### src/hdl/ttw_pkg.sv
`default_nettype none

package ttw_pkg;

  // Write queue between the character decoder and the write port.
  localparam int unsigned FifoDepth = 4;
  localparam int unsigned PtrW      = $clog2(FifoDepth);
  localparam int unsigned CntW      = $clog2(FifoDepth + 1);

  // Character codes.
  localparam logic [7:0] CharZero    = 8'h30;
  localparam logic [7:0] CharOne     = 8'h31;
  localparam logic [7:0] CharNine    = 8'h39;
  localparam logic [7:0] CharUpperA  = 8'h41;
  localparam logic [7:0] CharLowerA  = 8'h61;
  localparam logic [7:0] CharLbrack  = 8'h5B;
  localparam logic [7:0] CharRbrack  = 8'h5D;
  localparam logic [7:0] CharSpace   = 8'h20;
  localparam logic [7:0] CharStar    = 8'h2A;
  localparam logic [7:0] CharTilde   = 8'h7E;
  localparam logic [7:0] CharNewline = 8'h0A;
  localparam logic [7:0] CharTab     = 8'h09;
  localparam logic [7:0] CharCr      = 8'h0D;
  localparam logic [7:0] CharMinus   = 8'h2D;
  localparam logic [7:0] CharPlus    = 8'h2B;

  // Tile numbers and layout.
  localparam logic [15:0] IconBase    = 16'h0180;
  localparam logic [15:0] BadgeBase   = 16'h0186;
  localparam logic [15:0] StarTop     = 16'h0024;
  localparam logic [15:0] StarBottom  = 16'h0009;
  localparam logic [15:0] TildeTile   = 16'h0192;
  localparam logic [15:0] LetterOfs   = 16'd20;
  localparam logic [3:0]  ZeroGlyph   = 4'd9;
  localparam logic [7:0]  ColWrapMin  = 8'd28;
  localparam logic [7:0]  RowWrapMax  = 8'd19;
  localparam logic [7:0]  CornerMin   = 8'd30;
  localparam logic [7:0]  NewlineRows = 8'd3;
  localparam logic [7:0]  LetterSpan  = 8'd25;
  localparam logic [7:0]  DigitSpan   = 8'd9;
  localparam logic [2:0]  EscSkip     = 3'd4;
  localparam logic [14:0] RowStride   = 15'd32;

  // One queued drawing job: one or two writes, the second one row below.
  typedef struct packed {
    logic [14:0] offset;
    logic [15:0] top;
    logic [15:0] bottom;
    logic        two;
  } ttw_entry_t;

  typedef struct packed {
    logic       neg;
    logic [9:0] mag;
  } ttw_num_t;

  typedef enum logic [1:0] {
    ScanSpace,
    ScanDigits,
    ScanDone
  } ttw_scan_e;

  function automatic logic ttw_is_digit(input logic [7:0] c);
    return (c >= CharZero) && (c <= CharNine);
  endfunction

  // atoi-like parse of three bytes: white space, optional sign, digits.
  function automatic ttw_num_t ttw_parse3(input logic [7:0] d0, input logic [7:0] d1,
                                          input logic [7:0] d2);
    logic [7:0] bytes [3];
    ttw_scan_e  phase;
    ttw_num_t   res;
    logic [9:0] digit;
    bytes[0] = d0;
    bytes[1] = d1;
    bytes[2] = d2;
    phase    = ScanSpace;
    res      = '0;
    for (int i = 0; i < 3; i++) begin
      digit = {2'b00, bytes[i] - CharZero};
      case (phase)
        ScanSpace: begin
          if (bytes[i] inside {CharSpace, [CharTab:CharCr]}) begin
            phase = ScanSpace;
          end else if (bytes[i] == CharMinus || bytes[i] == CharPlus) begin
            res.neg = (bytes[i] == CharMinus);
            phase   = ScanDigits;
          end else if (ttw_is_digit(bytes[i])) begin
            res.mag = digit;
            phase   = ScanDigits;
          end else begin
            phase = ScanDone;
          end
        end
        ScanDigits: begin
          if (ttw_is_digit(bytes[i])) begin
            res.mag = (res.mag << 3) + (res.mag << 1) + digit;
          end else begin
            phase = ScanDone;
          end
        end
        default: phase = ScanDone;
      endcase
    end
    return res;
  endfunction

endpackage

`default_nettype wire

### src/hdl/text_to_tilemap_writer.sv
`default_nettype none

// Channel | Direction | Handshake              | Word
// --------+-----------+------------------------+---------------------------------------
// in      | input     | in_valid_i/in_stall_o   | one text byte, lookahead, string start
// out     | output    | out_valid_o/out_stall_i | one tile-map write (offset, data, last)
//
// An input word is taken every cycle while the write queue has room; the
// decoder updates the cursor in the cycle of acceptance.
// Each write leaves through a single registered output port, one per cycle
// while out_stall_i is low, so a drawn character makes two writes and a tilde
// or small icon makes one. Skipped, idle and non-drawing words make none.
// Reset (rst_ni low, asynchronous) clears the cursor, the queue and the output.
// A stall on the output holds the current word; the queue then fills and
// in_stall_o rises once it is full.

module text_to_tilemap_writer (
  input  wire                clk_i,
  input  wire                rst_ni,
  input  wire                in_valid_i,
  output logic               in_stall_o,
  input  wire  [7:0]         character_i,
  input  wire  [7:0]         ahead_one_i,
  input  wire  [7:0]         ahead_two_i,
  input  wire  [7:0]         ahead_three_i,
  input  wire  [7:0]         ahead_four_i,
  input  wire                first_i,
  input  wire  [7:0]         start_col_i,
  input  wire  [7:0]         start_row_i,
  input  wire  [15:0]        tile_base_i,
  input  wire  [3:0]         palette_i,
  input  wire  [1:0]         screen_i,
  input  wire  [7:0]         count_i,
  output logic               out_valid_o,
  input  wire                out_stall_i,
  output logic signed [14:0] offset_o,
  output logic [15:0]        tile_data_o,
  output logic               last_o
);
  import ttw_pkg::*;

  ttw_entry_t entry, head;
  logic       push, pop, head_valid, full, accept;

  // The front stalls only on a full queue, even for words that draw nothing.
  assign in_stall_o = full;
  assign accept     = in_valid_i && !full;

  // Decoder: classifies the byte, tracks cursor, count and escape skips.
  ttw_front u_front (
    .clk_i         (clk_i),
    .rst_ni        (rst_ni),
    .accept_i      (accept),
    .character_i   (character_i),
    .ahead_one_i   (ahead_one_i),
    .ahead_two_i   (ahead_two_i),
    .ahead_three_i (ahead_three_i),
    .ahead_four_i  (ahead_four_i),
    .first_i       (first_i),
    .start_col_i   (start_col_i),
    .start_row_i   (start_row_i),
    .tile_base_i   (tile_base_i),
    .palette_i     (palette_i),
    .screen_i      (screen_i),
    .count_i       (count_i),
    .push_o        (push),
    .entry_o       (entry)
  );

  // Short queue of drawing jobs so decoder and write port stall separately.
  ttw_fifo u_fifo (
    .clk_i   (clk_i),
    .rst_ni  (rst_ni),
    .push_i  (push),
    .entry_i (entry),
    .pop_i   (pop),
    .head_o  (head),
    .valid_o (head_valid),
    .full_o  (full)
  );

  // Write port: splits each job into its top and bottom writes.
  ttw_back u_back (
    .clk_i        (clk_i),
    .rst_ni       (rst_ni),
    .head_i       (head),
    .head_valid_i (head_valid),
    .pop_o        (pop),
    .out_valid_o  (out_valid_o),
    .out_stall_i  (out_stall_i),
    .offset_o     (offset_o),
    .tile_data_o  (tile_data_o),
    .last_o       (last_o)
  );

endmodule

`default_nettype wire

### src/hdl/ttw_fifo.sv
`default_nettype none

module ttw_fifo (
  input  wire                  clk_i,
  input  wire                  rst_ni,
  input  wire                  push_i,
  input  ttw_pkg::ttw_entry_t  entry_i,
  input  wire                  pop_i,
  output ttw_pkg::ttw_entry_t  head_o,
  output logic                 valid_o,
  output logic                 full_o
);
  import ttw_pkg::*;

  ttw_entry_t       mem_q [FifoDepth];
  logic [PtrW-1:0]  wr_ptr_q, rd_ptr_q;
  logic [CntW-1:0]  cnt_q, cnt_d;

  always_comb begin
    cnt_d = cnt_q;
    if (push_i && !pop_i) begin
      cnt_d = cnt_q + CntW'(1);
    end else if (pop_i && !push_i) begin
      cnt_d = cnt_q - CntW'(1);
    end
  end

  always_ff @(posedge clk_i or negedge rst_ni) begin
    if (!rst_ni) begin
      wr_ptr_q <= '0;
      rd_ptr_q <= '0;
      cnt_q    <= '0;
    end else begin
      if (push_i) begin
        wr_ptr_q <= wr_ptr_q + PtrW'(1);
      end
      if (pop_i) begin
        rd_ptr_q <= rd_ptr_q + PtrW'(1);
      end
      cnt_q <= cnt_d;
    end
  end

  always_ff @(posedge clk_i) begin
    if (push_i) begin
      mem_q[wr_ptr_q] <= entry_i;
    end
  end

  assign head_o  = mem_q[rd_ptr_q];
  assign valid_o = (cnt_q != '0);
  assign full_o  = (cnt_q == CntW'(FifoDepth));

  a_no_overflow: assert property (@(posedge clk_i) disable iff (!rst_ni)
    push_i && !pop_i |-> !full_o)
    else $error("write queue pushed while full");

  a_no_underflow: assert property (@(posedge clk_i) disable iff (!rst_ni)
    pop_i |-> cnt_q != '0)
    else $error("write queue popped while empty");

endmodule

`default_nettype wire

### src/hdl/ttw_front.sv
`default_nettype none

module ttw_front (
  input  wire                  clk_i,
  input  wire                  rst_ni,
  input  wire                  accept_i,
  input  wire  [7:0]           character_i,
  input  wire  [7:0]           ahead_one_i,
  input  wire  [7:0]           ahead_two_i,
  input  wire  [7:0]           ahead_three_i,
  input  wire  [7:0]           ahead_four_i,
  input  wire                  first_i,
  input  wire  [7:0]           start_col_i,
  input  wire  [7:0]           start_row_i,
  input  wire  [15:0]          tile_base_i,
  input  wire  [3:0]           palette_i,
  input  wire  [1:0]           screen_i,
  input  wire  [7:0]           count_i,
  output logic                 push_o,
  output ttw_pkg::ttw_entry_t  entry_o
);
  import ttw_pkg::*;

  logic [7:0]  col_q, col_d, row_q, row_d, left_q, left_d;
  logic [2:0]  skip_q, skip_d;
  logic        running_q, running_d;
  logic [15:0] base_q, base_d;
  logic [3:0]  pal_q, pal_d;
  logic [1:0]  scr_q, scr_d;

  logic [7:0]  col_e, row_e, left_e, col_w, row_w, left_n;
  logic [2:0]  skip_e, skip_w;
  logic        run_e, run_n, skipping, proceed, icon, has_wr;
  logic [15:0] pal16, top, bottom;
  logic [7:0]  dig_off, dig_m1, up_off, lo_off;
  logic [4:0]  letter_k;
  logic [3:0]  badge;
  logic [14:0] cell_ofs;
  ttw_num_t    esc;

  assign dig_off = character_i - CharZero;
  assign dig_m1  = character_i - CharOne;
  assign up_off  = character_i - CharUpperA;
  assign lo_off  = character_i - CharLowerA;
  assign esc     = ttw_parse3(ahead_one_i, ahead_two_i, ahead_three_i);
  assign badge   = esc.mag[3:0] - 4'd6;

  always_comb begin
    col_e    = first_i ? start_col_i : col_q;
    row_e    = first_i ? start_row_i : row_q;
    left_e   = first_i ? count_i     : left_q;
    base_d   = first_i ? tile_base_i : base_q;
    pal_d    = first_i ? palette_i   : pal_q;
    scr_d    = first_i ? screen_i    : scr_q;
    skip_e   = first_i ? 3'd0        : skip_q;
    run_e    = first_i ? (count_i != 8'd0) : running_q;
    skipping = !first_i && running_q && (skip_q != 3'd0);
    proceed  = run_e && !skipping;
    pal16    = {pal_d, 12'h000};
    letter_k = (up_off <= LetterSpan) ? up_off[4:0] : lo_off[4:0];

    col_d     = col_e;
    row_d     = row_e;
    left_d    = left_e;
    skip_d    = skipping ? skip_q - 3'd1 : skip_e;
    running_d = run_e;
    col_w     = col_e;
    row_w     = row_e;
    skip_w    = skip_e;
    left_n    = left_e;
    run_n     = run_e;
    has_wr    = 1'b0;
    entry_o.two = 1'b0;
    icon      = 1'b0;
    top       = '0;
    bottom    = '0;

    if (proceed) begin
      if (dig_off <= DigitSpan) begin
        top         = pal16 + base_d
                      + {11'd0, (character_i == CharZero) ? ZeroGlyph : dig_m1[3:0], 1'b0};
        bottom      = top + 16'd1;
        has_wr      = 1'b1;
        entry_o.two = 1'b1;
      end else if (up_off <= LetterSpan || lo_off <= LetterSpan) begin
        top         = pal16 + base_d + {10'd0, letter_k, 1'b0} + LetterOfs;
        bottom      = top + 16'd1;
        has_wr      = 1'b1;
        entry_o.two = 1'b1;
      end else if (character_i == CharLbrack && ahead_four_i == CharRbrack) begin
        skip_w = EscSkip;
        if (!esc.neg || esc.mag == 10'd0) begin
          if (esc.mag <= 10'd5) begin
            // Small icons sit one row up and one column to the left.
            col_w  = col_e - 8'd1;
            icon   = 1'b1;
            top    = pal16 + IconBase + {13'd0, esc.mag[2:0]};
            has_wr = 1'b1;
          end else if (esc.mag <= 10'd12) begin
            top         = pal16 + BadgeBase + {11'd0, badge, 1'b0};
            bottom      = top + 16'd1;
            has_wr      = 1'b1;
            entry_o.two = 1'b1;
          end
        end
      end else if (character_i == CharSpace) begin
        has_wr      = 1'b1;
        entry_o.two = 1'b1;
      end else if (character_i == CharStar) begin
        top         = pal16 + StarTop;
        bottom      = pal16 + StarBottom;
        has_wr      = 1'b1;
        entry_o.two = 1'b1;
      end else if (character_i == CharTilde) begin
        top    = pal16 + TildeTile;
        has_wr = 1'b1;
      end else if (character_i == CharNewline) begin
        col_w = 8'd0;
        row_w = row_e + NewlineRows;
      end

      // Cursor advance: row wrap, stop at far corner or count end.
      left_n = left_e - 8'd1;
      run_n  = 1'b1;
      col_d  = col_w;
      row_d  = row_w;
      if (col_w > ColWrapMin && row_w <= RowWrapMax) begin
        col_d = 8'd0;
        row_d = row_w + 8'd1;
      end else if (col_w > CornerMin && row_w > CornerMin) begin
        run_n = 1'b0;
      end else begin
        col_d = col_w + 8'd1;
      end
      if (left_n == 8'd0) begin
        run_n = 1'b0;
      end
      left_d    = left_n;
      running_d = run_n;
      skip_d    = run_n ? skip_w : 3'd0;
    end

    cell_ofs = {3'd0, scr_d, 10'd0} + {2'd0, row_w, 5'd0} + {7'd0, col_w};
    entry_o.offset = icon ? cell_ofs - RowStride : cell_ofs;
    entry_o.top    = top;
    entry_o.bottom = bottom;
    push_o         = accept_i && has_wr;
  end

  always_ff @(posedge clk_i or negedge rst_ni) begin
    if (!rst_ni) begin
      col_q     <= '0;
      row_q     <= '0;
      left_q    <= '0;
      skip_q    <= '0;
      running_q <= 1'b0;
      base_q    <= '0;
      pal_q     <= '0;
      scr_q     <= '0;
    end else if (accept_i) begin
      col_q     <= col_d;
      row_q     <= row_d;
      left_q    <= left_d;
      skip_q    <= skip_d;
      running_q <= running_d;
      base_q    <= base_d;
      pal_q     <= pal_d;
      scr_q     <= scr_d;
    end
  end

  a_skip_needs_run: assert property (@(posedge clk_i) disable iff (!rst_ni)
    skip_q != 3'd0 |-> running_q)
    else $error("pending skips while no string is running");

  a_skip_bound: assert property (@(posedge clk_i) disable iff (!rst_ni)
    skip_q <= EscSkip)
    else $error("skip count above escape length");

endmodule

`default_nettype wire

### src/hdl/ttw_back.sv
`default_nettype none

module ttw_back (
  input  wire                  clk_i,
  input  wire                  rst_ni,
  input  ttw_pkg::ttw_entry_t  head_i,
  input  wire                  head_valid_i,
  output logic                 pop_o,
  output logic                 out_valid_o,
  input  wire                  out_stall_i,
  output logic signed [14:0]   offset_o,
  output logic [15:0]          tile_data_o,
  output logic                 last_o
);
  import ttw_pkg::*;

  logic        phase_q, phase_d;
  logic        valid_q, valid_d;
  logic [14:0] offset_q, offset_d;
  logic [15:0] data_q, data_d;
  logic        last_q, last_d;
  logic        load;

  always_comb begin
    load     = head_valid_i && (!valid_q || !out_stall_i);
    phase_d  = phase_q;
    valid_d  = valid_q && out_stall_i;
    offset_d = offset_q;
    data_d   = data_q;
    last_d   = last_q;
    pop_o    = 1'b0;
    if (load) begin
      valid_d  = 1'b1;
      offset_d = phase_q ? head_i.offset + RowStride : head_i.offset;
      data_d   = phase_q ? head_i.bottom : head_i.top;
      last_d   = phase_q || !head_i.two;
      pop_o    = phase_q || !head_i.two;
      phase_d  = !(phase_q || !head_i.two);
    end
  end

  always_ff @(posedge clk_i or negedge rst_ni) begin
    if (!rst_ni) begin
      phase_q  <= 1'b0;
      valid_q  <= 1'b0;
      offset_q <= '0;
      data_q   <= '0;
      last_q   <= 1'b0;
    end else begin
      phase_q  <= phase_d;
      valid_q  <= valid_d;
      offset_q <= offset_d;
      data_q   <= data_d;
      last_q   <= last_d;
    end
  end

  assign out_valid_o = valid_q;
  assign offset_o    = $signed(offset_q);
  assign tile_data_o = data_q;
  assign last_o      = last_q;

  a_phase_has_head: assert property (@(posedge clk_i) disable iff (!rst_ni)
    phase_q |-> head_valid_i)
    else $error("second write pending with an empty queue");

  a_top_then_bottom: assert property (@(posedge clk_i) disable iff (!rst_ni)
    valid_q && !last_q |-> phase_q)
    else $error("non-final word shown without its bottom write pending");

endmodule

`default_nettype wire
### config.mk
export PLATFORM = sky130hd
export DESIGN_NAME = text_to_tilemap_writer
export DESIGN_NICKNAME = d
export VERILOG_FILES = /design/src/hdl/ttw_pkg.sv /design/src/hdl/text_to_tilemap_writer.sv /design/src/hdl/ttw_fifo.sv /design/src/hdl/ttw_front.sv /design/src/hdl/ttw_back.sv
export SDC_FILE = /design/constraint.sdc
export NUM_CORES = 1
export LEC_CHECK = 0
export BUFFER_PORTS_ARGS = -buffer_cell sky130_fd_sc_hd__buf_2
export CAP_MARGIN = 5
export CORE_MARGIN = 5
export CORE_UTILIZATION = 25
export CTS_CLUSTER_DIAMETER = 30
export DETAILED_ROUTE_END_ITERATION = 7
export PLACE_DENSITY = 0.37
export SLEW_MARGIN = 20
export SYNTH_ARGS = -nofsm -noshare
export SYNTH_HDL_FRONTEND = slang
export SYNTH_HIERARCHICAL = 1
export SYNTH_SLANG_ARGS = --single-unit
### constraint.sdc
create_clock -name clk_i -period 4.15 [get_ports clk_i]
set_clock_uncertainty 0.2 [all_clocks]
set_input_delay 0 -clock clk_i [delete_from_list [all_inputs] [get_ports clk_i]]
set_output_delay 0 -clock clk_i [all_outputs]
set_load 0.05 [all_outputs]
==> metrics.md <==
| Metric | Value |
|---|---|
| Residual DRC | 0 |
| CP Class | input port to flop |
| Busiest grt layer | met2 |
| Clock Sinks | 283 |
| Post-DP HPWL | about 45 mm |
| CP arrival | around 7.1 ns |
| Power Density | between 600 and 700 nW/um^2 |
| IO Pins | 125 |
| GR Util met1 | between 20% and 30% |
| WP data required | 4.27 ns |
| Post-Layout Cell Count | between 3k and 4k |
| Die ar. | between 70000 and 80000 um^2 |
| DRT antenna net count | 0 |
| Failing checks | setup timing |
| Final Cell Area | ~26000 um^2 |
| Cell row count | between 90 and 100 |
| Post-synth EDFFs | about 190 |
| Seq/Total Area, Yosys | 44.4% |
| GR met3 Demand/Resource | 2.60% |
| Die Y | 279 um |
| Total GRT Usage | between 10% and 20% |
| Post-DR wirelength/cell | approximately 18 um |
| Syn_nets | between 1.5k and 2k |
| Most used cell, CP | o21a_1 |
| CP max FO | 4 |
| Worst-Skew Late Latency | ~0.58 ns |
| Drt first-iter violations | 660 |
| Area grow syn2layout | 46.3% |
| Mapped cell area | 18100 um^2 |
| Yosys top cell area share | 31.8% |
| First-pass GRT wire length | approximately 92 mm |
| Hold Path Class | input port to flop |
| Total number of vias | 14.8k |
| Initial Util | roughly a quarter |
| Via density | approximately 4.6 |
| Area leader, netlist | edfxtp_1 |
| Met2 Use GR | 24.7% |
| Period utilization | 169% |
| Max Freq | about 140 MHz |
| Yosys warns | 6 |
| Initial antenna violation count | 2 |
| Core Box Area | 71700 um^2 |
| GPL Wtd Cong | 0.839 |
| Final Hold Viols | 0 |
| Filler cells | between 7k and 8k |
| CP Capture Type | flop |
| Minimum hold slack | between 0.04 and 0.05 ns |
| Commonest non-fill, non-tap cell in the layout | buf_4 |
| DIE WIDTH | 279 um |
| Worst Setup Slack, final | -2.85 ns |
| PortBufs | approximately 120 |
| Multi-input logic area | between 10000 and 15000 um^2 |
| Min Tclk post-route | between 7 and 8 ns |
| Clk root buf | clkbuf_16 |
| Worst Tran Pin Value | roughly 0.93 ns |
| Register area | 8050 um^2 |
| Drt total wl | between 50 and 60 mm |
| Pre-antenna DRT Iters | 5 |
| Maxcap violations | 0 |
| Count of final setup violators | between 300 and 400 |
| RSZ-0062 raised after global routing | true |
| Number of nets in the layout | between 2k and 2.5k |
| Final-report max-slew violation count | 0 |
| Grt ovf | 0 |
| Status | finished with violations |
| Register bit total from synthesis | 283 |
| FFs w/ async S/R, synth | between 30% and 40% |
| Clock transition at path regs | 0.04 ns |
| Most frequent cells in the layout | 366 x buf_4, 192 x edfxtp_1, 145 x nor2_1 |
| Overall Power | roughly 16 mW |
| Deepest clock path buffer count | 3 |
| Share of cells above drive strength 1 | 37.8% |
| TritonCTS clock tree | done |
| Slew headroom | about 36% |
| Synth area leaders | edfxtp_1 32%, dfrtp_1 13%, mux4_2 6.0%, ha_1 5.9%, xnor2_1 3.9% |
| TritonCTS Buffers | between 70 and 80 |
| Leak | between 10 and 15 nW |
| Maximum VDD drop | around 0.45 mV |
| CP Launch Type | input port |
| Syn Area/Cell | approximately 11 um^2 |
| Placed Area | between 20000 and 25000 um^2 |
| Syn Inst Count | approximately 1.6k |
| Vias in the first global route | between 15k and 20k |
| CP max stage delay | roughly 0.45 ns |
| Most used DFF post-synth | edfxtp_1 |
| Placed Cells | ~3.0k |
| Largest net degree at the start of global routing | 64 |
| CP max stage cell | fa_1 |
| Unique masters post-synth | around 100 |
| CTS H-tree depth | 3 |
-- cell usage after synthesis, drive strengths merged (46+ instances only) --
library cell	count
edfxtp	192
nor2	154
nand2	126
dfrtp	91
o21ai	87
ha	85
xnor2	80
a21oi	78
inv	63
mux2i	62
clkbuf	48
mux4	48
xor2	47
nand3	46
-- per-layer routing --
layer	wire, um	part of all wire (%)
met5	0	0
met4	1550	2.6
met3	2150	3.6
met2	27800	47
met1	27500	47
-- registers in the layout, summed over array words and instances, names as in the netlist --
register,count
u_fifo/mem_q,192
u_front/scr_q,2
u_back/tile_data_o,16
u_back/last_o,1
u_front/running_q,1
u_back/offset_o,15
u_back/out_valid_o,1
u_back/phase_q,1
u_front/row_q,8
u_front/col_q,8
u_fifo/rd_ptr_q,2
u_front/base_q,16
u_front/left_q,8
u_front/skip_q,3
u_front/pal_q,4
u_fifo/wr_ptr_q,2
u_fifo/cnt_q,3
-- logic make-up after synthesis --
kind of cell	after synthesis	synth area share [%]
simple gates	507	14.3
compound gates	335	12.7
flops	283	44.4
buf+inv	136	3.50
mux	134	11.1
xor+xnor	127	6.14
fa+ha+maj	102	7.75
other cells	1	0.0207
-- final cells by class --
type | count | area share (%)
Multi-Input combinational cell | 1206 | 38.4
Timing Repair Buffer | 570 | 16.4
Clock inverter | 37 | 1.70
Antenna cell | 2 | 0.0189
Clock buffer | 100 | 7.74
Tap cell | 950 | 4.49
Inverter | 63 | 0.893
Sequential cell | 283 | 30.4
-- power breakdown --
| group | switching, mW | total, mW | internal (mW) |
|---|---|---|---|
| clock network | 1.74 | 5.64 | 3.89 |
| registers | 0.294 | 3.96 | 3.66 |
| logic | 3.63 | 6.45 | 2.82 |
-- critical path, delay by kind of cell --
family,cells,cell delay (ns)
xor+xnor,3,0.53
buf+inv,5,0.57
fa+ha+maj,6,1.87
simple gates,9,1.49
compound gates,15,2.66
-- metrics by stage --
stage	worst slack, ns	utilization (%)	setup TNS, ns
6_report	-2.85	36.9	-666.76
5_1_grt	-3.17	36.9	-749.95
4_1_cts	-2.87	36.5	-662.96
3_5_place_dp	-3.79	31.8	-997.08
3_3_place_gp	-3.64	31.8	-971.36
2_1_floorplan	-3.36	-	-779.41
-- worst paths after layout --
kind                                  startpoint  slack [ns]  cells after the start                     to
setup / recovery                  ahead_one_i[4]       -2.85                     38    u_fifo/mem_q[3][45]
hold / removal                    start_col_i[7]        0.04                      6       u_front/col_q[7]
setup reg to reg               u_front/base_q[1]       -0.05                     18    u_fifo/mem_q[0][16]
hold reg to reg            u_back/tile_data_o[2]        0.27                      2  u_back/tile_data_o[2]
max in group asynchronous                 rst_ni        2.88                      4      u_front/base_q[7]
min in group asynchronous                 rst_ni        0.32                      4     u_back/offset_o[2]
-- timing repair --
item	CTS	global route
gates cloned	0	1
hold buffers	58	0
pin swaps	23	16
endpoints found under the setup margin	374	378
resized for setup	48	41
setup buffers	10	8
hold endpoints to repair	189	0
Note: power is estimated with default switching activity, not from simulation.
